===== src/cross_entropy_loss_mean_assert.svh =====
// assertion macros for the cross entropy loss block
`ifndef CROSS_ENTROPY_LOSS_MEAN_ASSERT_SVH
`define CROSS_ENTROPY_LOSS_MEAN_ASSERT_SVH
`ifndef NO_ASSERTIONS
// same-cycle implication
`define CELM_ASSERT_IMP(label, clk, rst_n, a, b, msg) \
    label: assert property (@(posedge clk) disable iff (!rst_n) (a) |-> (b)) else $error(msg);
// next-cycle implication
`define CELM_ASSERT_NXT(label, clk, rst_n, a, b, msg) \
    label: assert property (@(posedge clk) disable iff (!rst_n) (a) |=> (b)) else $error(msg);
`else
`define CELM_ASSERT_IMP(label, clk, rst_n, a, b, msg)
`define CELM_ASSERT_NXT(label, clk, rst_n, a, b, msg)
`endif
`endif


===== src/celm_pkg.sv =====
`timescale 1ns / 1ps
package celm_pkg;

    // configuration register indexes
    localparam logic [1:0] REG_LABEL_MODE = 2'd0;
    localparam logic [1:0] REG_CLIP_LOW   = 2'd1;
    localparam logic [1:0] REG_CLIP_HIGH  = 2'd2;

    // register reset values
    localparam logic [31:0] CLIP_LOW_RST  = 32'd2147;
    localparam logic [31:0] CLIP_HIGH_RST = 32'd2147481501;

    // arithmetic constants
    localparam logic [31:0] Q31_ONE    = 32'h8000_0000;
    localparam logic [29:0] LN2_Q30    = 30'd744261118;
    localparam int          FRAC_BITS  = 28;
    localparam int          DIV_BITS   = 49;
    localparam logic [47:0] TOTAL_MAX  = 48'hFFFF_FFFF_FFFF;

    // commands from controller to datapath
    typedef struct packed {
        logic accept;
        logic norm_shift;
        logic sqr_step;
        logic mul_lo;
        logic mul_hi;
        logic round;
        logic acc;
        logic div_init;
        logic div_step;
        logic out_load;
    } t_cmd;

    // status from datapath to controller
    typedef struct packed {
        logic row_end;
        logic batch_end;
        logic conf_zero;
        logic norm_done;
        logic out_free;
    } t_sts;

endpackage


===== src/celm_dp.sv =====
`timescale 1ns / 1ps
module celm_dp
    import celm_pkg::*;
#(
    parameter int MAX_CLASSES = 256,
    parameter int MAX_SAMPLES = 65536
) (
    input  logic        i_clk,
    input  logic        i_rst_n,
    input  t_cmd        i_cmd,
    output t_sts        o_sts,
    input  logic        i_cfg_we,
    input  logic [1:0]  i_cfg_index,
    input  logic [31:0] i_cfg_data,
    input  logic [31:0] i_pred_prob,
    input  logic [7:0]  i_true_label,
    input  logic        i_target_bit,
    input  logic        i_last_in_row,
    input  logic        i_last_in_batch,
    input  logic        i_out_ready,
    output logic        o_out_valid,
    output logic [31:0] o_sample_loss,
    output logic        o_zero_confidence,
    output logic [31:0] o_batch_mean,
    output logic        o_mean_valid,
    output logic [16:0] o_batch_samples
);

    localparam int CCW = $clog2(MAX_CLASSES + 1);
    localparam int SCW = $clog2(MAX_SAMPLES + 1);
    localparam int LW  = (CCW > 8) ? CCW : 8;

    logic             r_label_mode;
    logic [31:0]      r_clip_low, r_clip_high;
    logic [CCW-1:0]   r_col;
    logic [31:0]      r_conf;
    logic [47:0]      r_total;
    logic [SCW-1:0]   r_count;
    logic             r_batch_end, r_zero;
    logic [31:0]      r_m;
    logic [4:0]       r_shift;
    logic [27:0]      r_f;
    logic [45:0]      r_pp_lo;
    logic [46:0]      r_pp_hi;
    logic [31:0]      r_loss;
    logic [48:0]      r_quo;
    logic [SCW:0]     r_rem;
    logic             r_out_valid;
    logic [31:0]      r_out_loss, r_out_mean;
    logic             r_out_zero, r_out_mv;
    logic [16:0]      r_out_samples;

    logic [31:0]      n_clamp, n_conf;
    logic [32:0]      n_sum;
    logic [63:0]      n_prod;
    logic [32:0]      n_sq;
    logic [32:0]      n_l;
    logic [63:0]      n_rnd;
    logic [48:0]      n_tot_sum;
    logic [SCW:0]     n_rem_sh;
    logic [31:0]      n_mean;

    // clamp and row confidence update
    always_comb begin
        if (i_pred_prob < r_clip_low) begin
            n_clamp = r_clip_low;
        end else if (i_pred_prob > r_clip_high) begin
            n_clamp = r_clip_high;
        end else begin
            n_clamp = i_pred_prob;
        end
        n_sum  = 33'(r_conf) + 33'(n_clamp);
        n_conf = r_conf;
        if (r_col < CCW'(MAX_CLASSES)) begin
            if (!r_label_mode) begin
                if (LW'(r_col) == LW'(i_true_label)) begin
                    n_conf = (n_clamp > Q31_ONE) ? Q31_ONE : n_clamp;
                end
            end else if (i_target_bit) begin
                n_conf = (n_sum > 33'(Q31_ONE)) ? Q31_ONE : n_sum[31:0];
            end
        end
    end

    // log and division arithmetic
    always_comb begin
        n_prod    = 64'(r_m) * 64'(r_m);
        n_sq      = n_prod[63:31];
        n_l       = (33'(r_shift) << FRAC_BITS) - 33'(r_f);
        n_rnd     = (64'(r_pp_hi) << 16) + 64'(r_pp_lo) + (64'(1) << 33);
        n_tot_sum = 49'(r_total) + 49'(r_loss);
        n_rem_sh  = {r_rem[SCW-1:0], r_quo[48]};
        n_mean    = (r_quo[48:32] != 17'd0) ? 32'hFFFF_FFFF : r_quo[31:0];
    end

    assign o_sts.row_end   = i_last_in_row | i_last_in_batch;
    assign o_sts.batch_end = r_batch_end;
    assign o_sts.conf_zero = r_zero;
    assign o_sts.norm_done = r_m[31];
    assign o_sts.out_free  = !r_out_valid || i_out_ready;

    // configuration registers
    always_ff @(posedge i_clk) begin
        if (!i_rst_n) begin
            r_label_mode <= 1'b0;
            r_clip_low   <= CLIP_LOW_RST;
            r_clip_high  <= CLIP_HIGH_RST;
        end else if (i_cfg_we) begin
            unique case (i_cfg_index)
                REG_LABEL_MODE: r_label_mode <= i_cfg_data[0];
                REG_CLIP_LOW:   r_clip_low   <= i_cfg_data;
                REG_CLIP_HIGH:  r_clip_high  <= i_cfg_data;
                default: ;
            endcase
        end
    end

    // row and batch state
    always_ff @(posedge i_clk) begin
        if (!i_rst_n) begin
            r_col       <= '0;
            r_conf      <= '0;
            r_total     <= '0;
            r_count     <= '0;
            r_out_valid <= 1'b0;
        end else begin
            if (i_cmd.accept) begin
                if (o_sts.row_end) begin
                    r_col  <= '0;
                    r_conf <= '0;
                end else begin
                    r_conf <= n_conf;
                    if (r_col < CCW'(MAX_CLASSES)) begin
                        r_col <= r_col + 1'b1;
                    end
                end
            end
            if (i_cmd.acc && (r_count < SCW'(MAX_SAMPLES))) begin
                r_count <= r_count + 1'b1;
                r_total <= n_tot_sum[48] ? TOTAL_MAX : n_tot_sum[47:0];
            end
            if (i_cmd.out_load && r_batch_end) begin
                r_total <= '0;
                r_count <= '0;
            end
            if (i_cmd.out_load) begin
                r_out_valid <= 1'b1;
            end else if (i_out_ready) begin
                r_out_valid <= 1'b0;
            end
        end
    end

    // row-end arithmetic and output registers: normalize, square, scale, divide, load
    always_ff @(posedge i_clk) begin
        if (i_cmd.accept) begin
            r_m         <= n_conf;
            r_zero      <= (n_conf == 32'd0);
            r_batch_end <= i_last_in_batch;
            r_shift     <= '0;
            r_f         <= '0;
            r_loss      <= 32'hFFFF_FFFF;
        end
        if (i_cmd.norm_shift) begin
            r_m     <= r_m << 1;
            r_shift <= r_shift + 1'b1;
        end
        if (i_cmd.sqr_step) begin
            r_m <= n_sq[32] ? n_sq[32:1] : n_sq[31:0];
            r_f <= {r_f[26:0], n_sq[32]};
        end
        if (i_cmd.mul_lo) begin
            r_pp_lo <= 46'(n_l[15:0]) * 46'(LN2_Q30);
        end
        if (i_cmd.mul_hi) begin
            r_pp_hi <= 47'(n_l[32:16]) * 47'(LN2_Q30);
        end
        if (i_cmd.round) begin
            r_loss <= 32'(n_rnd[63:34]);
        end
        if (i_cmd.div_init) begin
            r_quo <= 49'(r_total) + 49'(r_count >> 1);
            r_rem <= '0;
        end
        if (i_cmd.div_step) begin
            if (n_rem_sh >= (SCW+1)'(r_count)) begin
                r_rem <= n_rem_sh - (SCW+1)'(r_count);
                r_quo <= {r_quo[47:0], 1'b1};
            end else begin
                r_rem <= n_rem_sh;
                r_quo <= {r_quo[47:0], 1'b0};
            end
        end
        if (i_cmd.out_load) begin
            r_out_loss    <= r_loss;
            r_out_zero    <= r_zero;
            r_out_mv      <= r_batch_end;
            r_out_mean    <= r_batch_end ? n_mean : 32'd0;
            r_out_samples <= 17'(r_count);
        end
    end

    assign o_out_valid       = r_out_valid;
    assign o_sample_loss     = r_out_loss;
    assign o_zero_confidence = r_out_zero;
    assign o_batch_mean      = r_out_mean;
    assign o_mean_valid      = r_out_mv;
    assign o_batch_samples   = r_out_samples;

endmodule


===== src/celm_ctrl.sv =====
`timescale 1ns / 1ps
module celm_ctrl
    import celm_pkg::*;
(
    input  logic i_clk,
    input  logic i_rst_n,
    input  logic i_in_valid,
    output logic o_in_ready,
    input  t_sts i_sts,
    output t_cmd o_cmd
);

    typedef enum logic [9:0] {
        S_IDLE  = 10'b00_0000_0001,
        S_NORM  = 10'b00_0000_0010,
        S_SQR   = 10'b00_0000_0100,
        S_MULLO = 10'b00_0000_1000,
        S_MULHI = 10'b00_0001_0000,
        S_RND   = 10'b00_0010_0000,
        S_ACC   = 10'b00_0100_0000,
        S_DINIT = 10'b00_1000_0000,
        S_DIV   = 10'b01_0000_0000,
        S_OUT   = 10'b10_0000_0000
    } t_state;

    t_state     r_state, n_state;
    logic [5:0] r_iter, n_iter;

    // next state and commands
    always_comb begin
        n_state    = r_state;
        n_iter     = r_iter;
        o_cmd      = '0;
        o_in_ready = 1'b0;
        unique case (r_state)
            S_IDLE: begin
                o_in_ready   = 1'b1;
                o_cmd.accept = i_in_valid;
                if (i_in_valid && i_sts.row_end) begin
                    n_state = S_NORM;
                end
            end
            S_NORM: begin
                n_iter = '0;
                if (i_sts.conf_zero) begin
                    n_state = S_ACC;
                end else if (i_sts.norm_done) begin
                    n_state = S_SQR;
                end else begin
                    o_cmd.norm_shift = 1'b1;
                end
            end
            S_SQR: begin
                o_cmd.sqr_step = 1'b1;
                n_iter = r_iter + 1'b1;
                if (r_iter == 6'(FRAC_BITS - 1)) begin
                    n_state = S_MULLO;
                end
            end
            S_MULLO: begin
                o_cmd.mul_lo = 1'b1;
                n_state = S_MULHI;
            end
            S_MULHI: begin
                o_cmd.mul_hi = 1'b1;
                n_state = S_RND;
            end
            S_RND: begin
                o_cmd.round = 1'b1;
                n_state = S_ACC;
            end
            S_ACC: begin
                o_cmd.acc = 1'b1;
                n_state = i_sts.batch_end ? S_DINIT : S_OUT;
            end
            S_DINIT: begin
                o_cmd.div_init = 1'b1;
                n_iter  = '0;
                n_state = S_DIV;
            end
            S_DIV: begin
                o_cmd.div_step = 1'b1;
                n_iter = r_iter + 1'b1;
                if (r_iter == 6'(DIV_BITS - 1)) begin
                    n_state = S_OUT;
                end
            end
            S_OUT: begin
                if (i_sts.out_free) begin
                    o_cmd.out_load = 1'b1;
                    n_state = S_IDLE;
                end
            end
            default: n_state = S_IDLE;
        endcase
    end

    // state registers
    always_ff @(posedge i_clk) begin
        if (!i_rst_n) begin
            r_state <= S_IDLE;
            r_iter  <= '0;
        end else begin
            r_state <= n_state;
            r_iter  <= n_iter;
        end
    end

endmodule


===== src/cross_entropy_loss_mean.sv =====
`timescale 1ns / 1ps
// channel   direction  handshake                   word
// input     in         i_in_valid / o_in_ready     pred_prob, true_label, target_bit, last flags
// result    out        o_out_valid / i_out_ready   sample_loss, zero_confidence, mean, samples
// config    in         i_cfg_valid / o_cfg_ready   i_cfg_index, i_cfg_data
//
// an element that does not end a row is accepted while the sequencer stays idle
// a row end on zero confidence goes straight to sum and output load; else it runs normalize,
// 28 squarings, three scaling steps, sum, output load
// a batch end adds the bit-serial mean divider ahead of the output load
// synchronous active-low reset clears config, row and batch state, output valid
// a stalled result holds in the output register; the next element is taken meanwhile
module cross_entropy_loss_mean
    import celm_pkg::*;
#(
    parameter int MAX_CLASSES = 256,
    parameter int MAX_SAMPLES = 65536
) (
    input  logic        i_clk,
    input  logic        i_rst_n,
    input  logic        i_in_valid,
    output logic        o_in_ready,
    input  logic [31:0] i_pred_prob,
    input  logic [7:0]  i_true_label,
    input  logic        i_target_bit,
    input  logic        i_last_in_row,
    input  logic        i_last_in_batch,
    output logic        o_out_valid,
    input  logic        i_out_ready,
    output logic [31:0] o_sample_loss,
    output logic        o_zero_confidence,
    output logic [31:0] o_batch_mean,
    output logic        o_mean_valid,
    output logic [16:0] o_batch_samples,
    input  logic        i_cfg_valid,
    output logic        o_cfg_ready,
    input  logic [1:0]  i_cfg_index,
    input  logic [31:0] i_cfg_data
);

`include "cross_entropy_loss_mean_assert.svh"

    t_cmd w_cmd;
    t_sts w_sts;

    assign o_cfg_ready = 1'b1;

    // sequencer
    celm_ctrl u_ctrl (
        .i_clk      (i_clk),
        .i_rst_n    (i_rst_n),
        .i_in_valid (i_in_valid),
        .o_in_ready (o_in_ready),
        .i_sts      (w_sts),
        .o_cmd      (w_cmd)
    );

    // arithmetic and state
    celm_dp #(
        .MAX_CLASSES (MAX_CLASSES),
        .MAX_SAMPLES (MAX_SAMPLES)
    ) u_dp (
        .i_clk             (i_clk),
        .i_rst_n           (i_rst_n),
        .i_cmd             (w_cmd),
        .o_sts             (w_sts),
        .i_cfg_we          (i_cfg_valid),
        .i_cfg_index       (i_cfg_index),
        .i_cfg_data        (i_cfg_data),
        .i_pred_prob       (i_pred_prob),
        .i_true_label      (i_true_label),
        .i_target_bit      (i_target_bit),
        .i_last_in_row     (i_last_in_row),
        .i_last_in_batch   (i_last_in_batch),
        .i_out_ready       (i_out_ready),
        .o_out_valid       (o_out_valid),
        .o_sample_loss     (o_sample_loss),
        .o_zero_confidence (o_zero_confidence),
        .o_batch_mean      (o_batch_mean),
        .o_mean_valid      (o_mean_valid),
        .o_batch_samples   (o_batch_samples)
    );

    // checks
    `CELM_ASSERT_IMP(a_load_free, i_clk, i_rst_n, w_cmd.out_load, (!o_out_valid || i_out_ready), "result overwritten")
    `CELM_ASSERT_IMP(a_mean_zero, i_clk, i_rst_n, (o_out_valid && !o_mean_valid), (o_batch_mean == 32'd0), "mean without flag")
    `CELM_ASSERT_IMP(a_zero_sat, i_clk, i_rst_n, (o_out_valid && o_zero_confidence), (o_sample_loss == 32'hFFFF_FFFF), "zero confidence loss not saturated")
    `CELM_ASSERT_NXT(a_load_valid, i_clk, i_rst_n, w_cmd.out_load, o_out_valid, "loaded result not shown")

endmodule

===== config.mk =====
export PLATFORM = sky130hd
export DESIGN_NAME = cross_entropy_loss_mean
export DESIGN_NICKNAME = d
export VERILOG_FILES = /design/src/celm_pkg.sv /design/src/celm_dp.sv /design/src/celm_ctrl.sv /design/src/cross_entropy_loss_mean.sv
export VERILOG_INCLUDE_DIRS = /design/src /design/src/src
export SDC_FILE = /design/constraint.sdc
export NUM_CORES = 2
export LEC_CHECK = 0
export BUFFER_PORTS_ARGS = -buffer_cell sky130_fd_sc_hd__buf_2
export CORE_ASPECT_RATIO = 0.8
export CORE_MARGIN = 5
export CORE_UTILIZATION = 55
export DETAILED_ROUTE_END_ITERATION = 7
export PLACE_DENSITY_LB_ADDON = 0.2
export SYNTH_ARGS = -nofsm -noshare
export SYNTH_HDL_FRONTEND = slang
export SYNTH_SLANG_ARGS = --single-unit

===== constraint.sdc =====
create_clock -name i_clk -period 12.3 [get_ports i_clk]
set_input_delay 3.075 -clock i_clk [delete_from_list [all_inputs] [get_ports i_clk]]
set_output_delay 3.075 -clock i_clk [all_outputs]
set_load 0.01 [all_outputs]

# Word level (Yosys, flattened, before mapping)

Cells that the tools add are included.

Bits in registers: 525
Bits of input ports: 82
Word-level logic and storage cells: 147

Add/sub/neg operators: 11
$mul: 3
Magnitude comparators: 7
Eq/ne operators: 20
Mux-type cells: 54
Bitwise operators: 2
Reduce and logical (&&, ||, !) cells: 24

Operators with widths:

| operator               | count |
|---|---|
| $mux 32                | 14 |
| $pmux 10 s10           | 1 |
| $mux 49                | 2 |
| $mux 10                | 7 |
| $add 63x46->64         | 1 |
| $add 64x34->64 const B | 1 |
| $mul 32x32->64         | 1 |
| $mux 30                | 2 |
| $mux 28                | 2 |
| $mux 17                | 3 |
| $add 48x16->49         | 1 |
| $add 48x32->49         | 1 |
| $mux 48                | 1 |
| $mul 17x29->46 const B | 1 |
| $mul 16x29->45 const B | 1 |
| $add 32x32->33         | 1 |
| $gt 33x32->1 const B   | 1 |
| $sub 33x28->33         | 1 |
| $gt 32x32->1           | 1 |
| $gt 32x32->1 const B   | 1 |
| $logic_not 32->1       | 1 |
| $lt 32x32->1           | 1 |
| $ge 18x17->1           | 1 |
| $mux 9                 | 2 |
| 39 further kinds       | 72 |

# Longest topological paths before layout

Word-level depth: 12
Gate-level depth with buffers: 37

# Hierarchy

Synthesis repeated with hierarchy kept, for this count alone.

Cell total of the unflattened synthesis: 7,810
Area total of the unflattened synthesis: 73,549.3 sq um

By module, submodules not included:

| module                  | times used | cells each | area each (sq um) |
|---|---|---|---|
| celm_dp                 | 1          | 7,691      | 72,570.9 |
| celm_ctrl               | 1          | 117        | 967.2 |
| cross_entropy_loss_mean | 1          | 2          | 11.3 |

# Worst setup path before layout

OpenSTA, ideal clock, no wires.

Path type: input -> register
From: input i_pred_prob[25]
To: register u_dp.r_zero, data pin
Setup time: 0.176 ns
Arrival: 9.191 ns
Required time: 12.124 ns
Slack: 2.933 ns
Stages: 29
Buffers on the path: 4
Cell sequence: ha_1 -> a21o_1 -> a21o_1 -> a21o_1 -> a221o_1 -> a21o_1 -> nor2_4 -> clkbuf_1 -> clkbuf_1 -> buf_2 -> buf_1 -> o21a_1 -> inv_1 -> ha_1 -> a21o_1 -> nand2_1 -> nand4_2 -> a31oi_4 -> a21oi_2 -> a211o_1 -> a21oi_2 -> nor2_1 -> or4_1 -> a21oi_1 -> a211oi_1 -> or4_4 -> a2111oi_4 -> nand4_1 -> nor4_1

Cells in the longest elaborated chain, start to end: 10

Ends and longest elaborated chain:

| item                   | RTL line                      | source |
|---|---|---|
| start: declaration     | cross_entropy_loss_mean.sv:23 | `input logic [31:0] i_pred_prob,` |
| $gt 32x32->1           | celm_dp.sv:67                 | `end else if (i_pred_prob > r_clip_high) begin` |
| $mux 32                | celm_dp.sv:67                 |  |
| $mux 32 *              | celm_dp.sv:65                 | `if (i_pred_prob < r_clip_low) begin` |
| $add 32x32->33         | celm_dp.sv:72                 | `n_sum = 33'(r_conf) + 33'(n_clamp);` |
| $gt 33x32->1           | celm_dp.sv:80                 | `n_conf = (n_sum > 33'(Q31_ONE)) ? Q31_ONE : n_sum[31:0];` |
| $mux 32                | celm_dp.sv:80                 |  |
| $mux 32                | celm_dp.sv:79                 | `end else if (i_target_bit) begin` |
| $mux 32 *              | celm_dp.sv:75                 | `if (!r_label_mode) begin` |
| $mux 32 *              | celm_dp.sv:74                 | `if (r_col < CCW'(MAX_CLASSES)) begin` |
| $logic_not 32->1 *     | celm_dp.sv:158                | `r_zero <= (n_conf == 32'd0);` |
| end signal: assignment | celm_dp.sv:158                |  |
| end: declaration       | celm_dp.sv:39                 | `logic r_batch_end, r_zero;` |

Every way passes the cells marked *; elsewhere a longest branch is shown, timed or not.
A chain may end at the register's enable or synchronous reset.

# Worst setup path after layout

From: register u_dp.r_f[0]
To: register u_dp.r_pp_hi[46], data pin

Cells in the longest elaborated chain, start to end: 2

Ends and longest elaborated chain:

| item                     | RTL line       | source |
|---|---|---|
| start: declaration       | celm_dp.sv:42  | `logic [27:0] r_f;` |
| start signal: assignment | celm_dp.sv:170 | `r_f <= {r_f[26:0], n_sq[32]};` |
| $sub 33x28->33           | celm_dp.sv:89  | `n_l = (33'(r_shift) << FRAC_BITS) - 33'(r_f);` |
| $mul 17x29->46           | celm_dp.sv:176 | `r_pp_hi <= 47'(n_l[32:16]) * 47'(LN2_Q30);` |
| end signal: assignment   | celm_dp.sv:176 |  |
| end: declaration         | celm_dp.sv:44  | `logic [46:0] r_pp_hi;` |

No other way between the ends.

==> metrics.txt <==
# TYPE chip_impl_metric gauge
chip_impl_info{name="worst_path_most_repeated_cell",value="sky130_fd_sc_hd__fa_1"} 1
chip_impl_metric{name="post_synth_net_total",unit=""} 9814
chip_impl_metric{name="maxClockFrequency",unit="GHz"} 0.0920
chip_impl_info{name="grt_setup_unrepaired",value="false"} 1
chip_impl_metric{name="clockBufferDepth",unit=""} 3
chip_impl_metric{name="track_usage",unit="%"} 29.9
chip_impl_metric{name="post_synth.cell_area_avg",unit="µm²"} 9.40
chip_impl_metric{name="ios",unit=""} 168
chip_impl_metric{name="worstPathRequired",unit="ns"} 12.67
chip_impl_metric{name="synth-edff-count",unit=""} 320
chip_impl_metric{name="detail_route.drc_violations",unit=""} 0
chip_impl_metric{name="synthesis.yosys.warnings",unit=""} 0
chip_impl_metric{name="pre_cts_slack",unit="ns"} 1.50
chip_impl_metric{name="post_cts_buffers",unit=""} 0
chip_impl_metric{name="ys_async_sr_fraction",unit="%"} 0
chip_impl_metric{name="floorplan.die.height",unit="µm"} 336
chip_impl_metric{name="placement.io_buffers",unit=""} 166
chip_impl_metric{name="finalSetupViolCount",unit=""} 0
chip_impl_metric{name="max_stage_delay",unit="ns"} 0.69
chip_impl_metric{name="detailed_place_hpwl",unit="µm"} 169000
chip_impl_metric{name="finalHoldViolCount",unit=""} 0
chip_impl_metric{name="setup_tns",unit="ns"} 0
chip_impl_metric{name="final.setup.worst_slack",unit="ns"} 1.43
chip_impl_metric{name="dr_total_vias",unit=""} 54800
chip_impl_info{name="crit_path_start",value="u_dp.r_f[0]"} 1
chip_impl_info{name="worst_r2r_startpoint",value="u_dp.r_f[0]"} 1
chip_impl_metric{name="antenna_violations_before_repair",unit=""} 14
chip_impl_info{name="hold_path.startpoint",value="u_dp.r_clip_low[31]"} 1
chip_impl_metric{name="placement_rows",unit=""} 119
chip_impl_metric{name="number_of_sinks_on_the_clock_net",unit=""} 509
chip_impl_metric{name="min_period",unit="ns"} 10.87
chip_impl_info{name="worstHoldPathType",value="reg -> reg"} 1
chip_impl_metric{name="cts_hold_repair.buffers",unit=""} 0
chip_impl_metric{name="netlist_instances",unit=""} 7762
chip_impl_info{name="worstSetupPathType",value="reg -> reg"} 1
chip_impl_info{name="cpMaxStageDelayCell",value="sky130_fd_sc_hd__fa_1"} 1
chip_impl_metric{name="grt-ovfl-total",unit=""} 0
chip_impl_metric{name="route.final.wire_length",unit="µm"} 207000
chip_impl_metric{name="detail_route.wl_per_cell",unit="µm"} 21.4
chip_impl_metric{name="timing.max_slew.rel_slack",unit="%"} 19.6
chip_impl_metric{name="worst_skew_late_latency",unit="ns"} 0.66
chip_impl_metric{name="cp.arrival",unit="ns"} 11.24
chip_impl_info{name="cts.root.buffer_cell",value="sky130_fd_sc_hd__clkbuf_16"} 1
chip_impl_metric{name="clock_skew",unit="ns"} 0.0636
chip_impl_metric{name="ys_seq_area_share",unit="%"} 18.4
chip_impl_metric{name="pin_count_of_the_biggest_net_entering_global_routing",unit=""} 78
chip_impl_metric{name="h_tree_depth",unit=""} 2
chip_impl_metric{name="n_fill_cell",unit=""} 11600
chip_impl_metric{name="cap_viol_max_count",unit=""} 0
chip_impl_metric{name="die_area",unit="µm²"} 140000
chip_impl_metric{name="coreArea",unit="µm²"} 132000
chip_impl_metric{name="cts-resized-gates",unit=""} 0
chip_impl_metric{name="drive_gt1_share",unit="%"} 5.70
chip_impl_metric{name="final_core_utilization",unit="%"} 59.1
chip_impl_metric{name="initial_utilization",unit="%"} 55.4
chip_impl_metric{name="synth_cell_types",unit=""} 101
chip_impl_metric{name="yosys_register_bits",unit=""} 509
chip_impl_info{name="leading_register_cell_type_out_of_synthesis",value="sky130_fd_sc_hd__edfxtp_1"} 1
chip_impl_metric{name="detail_route.vias_per_cell",unit=""} 5.68
chip_impl_metric{name="grt_pass1_wl",unit="µm"} 327000
chip_impl_info{name="status",value="completed"} 1
chip_impl_metric{name="detailedRoute.firstPassIterationCount",unit=""} 5
chip_impl_metric{name="worst_pin_slew",unit="ns"} 1.21
chip_impl_metric{name="synthesis.area",unit="µm²"} 73000
chip_impl_metric{name="ant_nets",unit=""} 0
chip_impl_metric{name="detailedRoute.firstIterationViolations",unit=""} 4800
chip_impl_metric{name="final-seq-area",unit="µm²"} 13400
chip_impl_metric{name="first_global_vias",unit=""} 55500
chip_impl_metric{name="crit_path_max_fanout",unit=""} 14
chip_impl_metric{name="cts-buffers-inserted",unit=""} 55
chip_impl_info{name="cts_tree",value="done"} 1
chip_impl_info{name="cp-start-kind",value="flip-flop"} 1
chip_impl_metric{name="final.period_utilization",unit="%"} 88.4
chip_impl_metric{name="finish.net_count",unit=""} 9905
chip_impl_metric{name="die_width",unit="µm"} 417
chip_impl_metric{name="finalMaxSlewViolations",unit=""} 0
chip_impl_info{name="endpoint_kind",value="flip-flop"} 1
chip_impl_metric{name="area_growth_syn_to_layout",unit="%"} 6.72
chip_impl_metric{name="multi_input_area",unit="µm²"} 52500
chip_impl_metric{name="place_congestion",unit=""} 0.990
chip_impl_metric{name="clk_pin_slew",unit="ns"} 0.06
==> final timing paths <==
path | endpoint | slack, ns | depth (start not counted)
worst min register to register | u_dp.r_clip_low[31] | 0.46 | 2
worst max-delay path | u_dp.r_pp_hi[46] | 1.43 | 32
worst max register to register | u_dp.r_pp_hi[46] | 1.43 | 32
worst min-delay path | u_dp.r_clip_low[31] | 0.46 | 2
==> cells in the final DEF, fill, tap and decap left out, types with 64 or more instances in the layout <==
cell type / instances
sky130_fd_sc_hd__a21o_1: 83
sky130_fd_sc_hd__buf_2: 166
sky130_fd_sc_hd__ha_1: 844
sky130_fd_sc_hd__a21oi_1: 359
sky130_fd_sc_hd__xor2_1: 132
sky130_fd_sc_hd__nor2_1: 521
sky130_fd_sc_hd__xnor2_1: 150
sky130_fd_sc_hd__a211oi_1: 66
sky130_fd_sc_hd__nor3_1: 96
sky130_fd_sc_hd__fa_1: 1126
sky130_fd_sc_hd__edfxtp_1: 320
sky130_fd_sc_hd__inv_1: 1624
sky130_fd_sc_hd__dfxtp_1: 189
sky130_fd_sc_hd__and2_1: 206
sky130_fd_sc_hd__o211ai_1: 64
sky130_fd_sc_hd__buf_4: 115
sky130_fd_sc_hd__o21ai_0: 227
sky130_fd_sc_hd__nand3_1: 80
sky130_fd_sc_hd__nand2_1: 658
==> metal layers <==
layer	global-route usage, %	wire length (µm)
met5	0	0
met4	4.85	3710
met3	7.62	21100
met2	43.6	86300
met1	45.9	96000
==> state kept, by name, summed over array words and instances, names as in the netlist, 5 cells and up <==
name and count:
u_dp.r_quo 49, u_dp.r_total 48, u_dp.r_pp_hi 46, u_dp.o_batch_mean 32, u_dp.r_clip_high 32, u_dp.r_clip_low 32
u_dp.r_conf 32, u_dp.r_m 32, u_dp.o_sample_loss 31, u_dp.r_loss 31, u_dp.r_pp_lo 29, u_dp.r_f 28
u_dp.o_batch_samples 17, u_dp.r_count 17, u_dp.r_rem 17, u_ctrl.r_state 10, u_dp.r_col 9, u_ctrl.r_iter 6
u_dp.r_shift 5
==> worst max-delay path, delay by kind of cell, from the launching register on <==
kind / cells / cell delay [ns]
simple gates: 6 / 1.29
flops: 1 / 0.68
fa+ha+maj: 8 / 4.12
xor+xnor: 2 / 0.72
buf+inv: 5 / 0.76
compound gates: 11 / 3.07
==> cell type report <==
class | count | share of cell area [%]
diodes | 2 | 0.00643
well taps | 1754 | 2.82
clock buffers | 82 | 2.04
inverters | 1636 | 7.89
multi-input cells | 5369 | 67.5
flip-flops and latches | 509 | 17.2
clock inverters | 22 | 0.368
repair buffers | 282 | 2.20
==> kinds of logic (layout without fill, tap and decap cells) <==
kind of cell,count (synthesis),in the layout,synth area share [%]
fa+ha+maj,1970,1970,45.4
simple gates,1928,1928,12.4
buf+inv,1884,2022,9.74
compound gates,1156,1156,10.3
flops,509,509,18.4
xor+xnor,283,283,3.40
mux,31,31,0.434
other cells,1,3,0.00514
==> metrics by stage <==
| stage | area [µm²] | hold WS [ns] | instances |
|---|---|---|---|
| after floorplan | 73000 | 0.433 | 7762 |
| after global placement | 76000 | 0.447 | 9550 |
| after detailed placement | 76000 | 0.454 | 9550 |
| after CTS | 77800 | 0.462 | 9654 |
| after global routing | 77900 | 0.483 | 9656 |
| final | 77900 | 0.460 | 9656 |
==> cells in the mapped netlist, drive strengths merged (80+ instances only) <==
| cell | count | area, µm² |
|---|---|---|
| dfxtp | 189 | 3780 |
| o21ai | 236 | 1180 |
| and2 | 206 | 1290 |
| inv | 1631 | 6120 |
| xnor2 | 150 | 1310 |
| nor2 | 526 | 2000 |
| ha | 844 | 10600 |
| a21oi | 364 | 1850 |
| clkbuf | 222 | 833 |
| nand2 | 661 | 2490 |
| edfxtp | 320 | 9610 |
| a21o | 83 | 623 |
| nand3 | 80 | 400 |
| xor2 | 133 | 1160 |
| fa | 1126 | 22500 |
| nor3 | 97 | 485 |
Power is left out: the tool's default activity adds up to more than one toggle a clock period on the data nets, which glitch-free logic cannot reach.
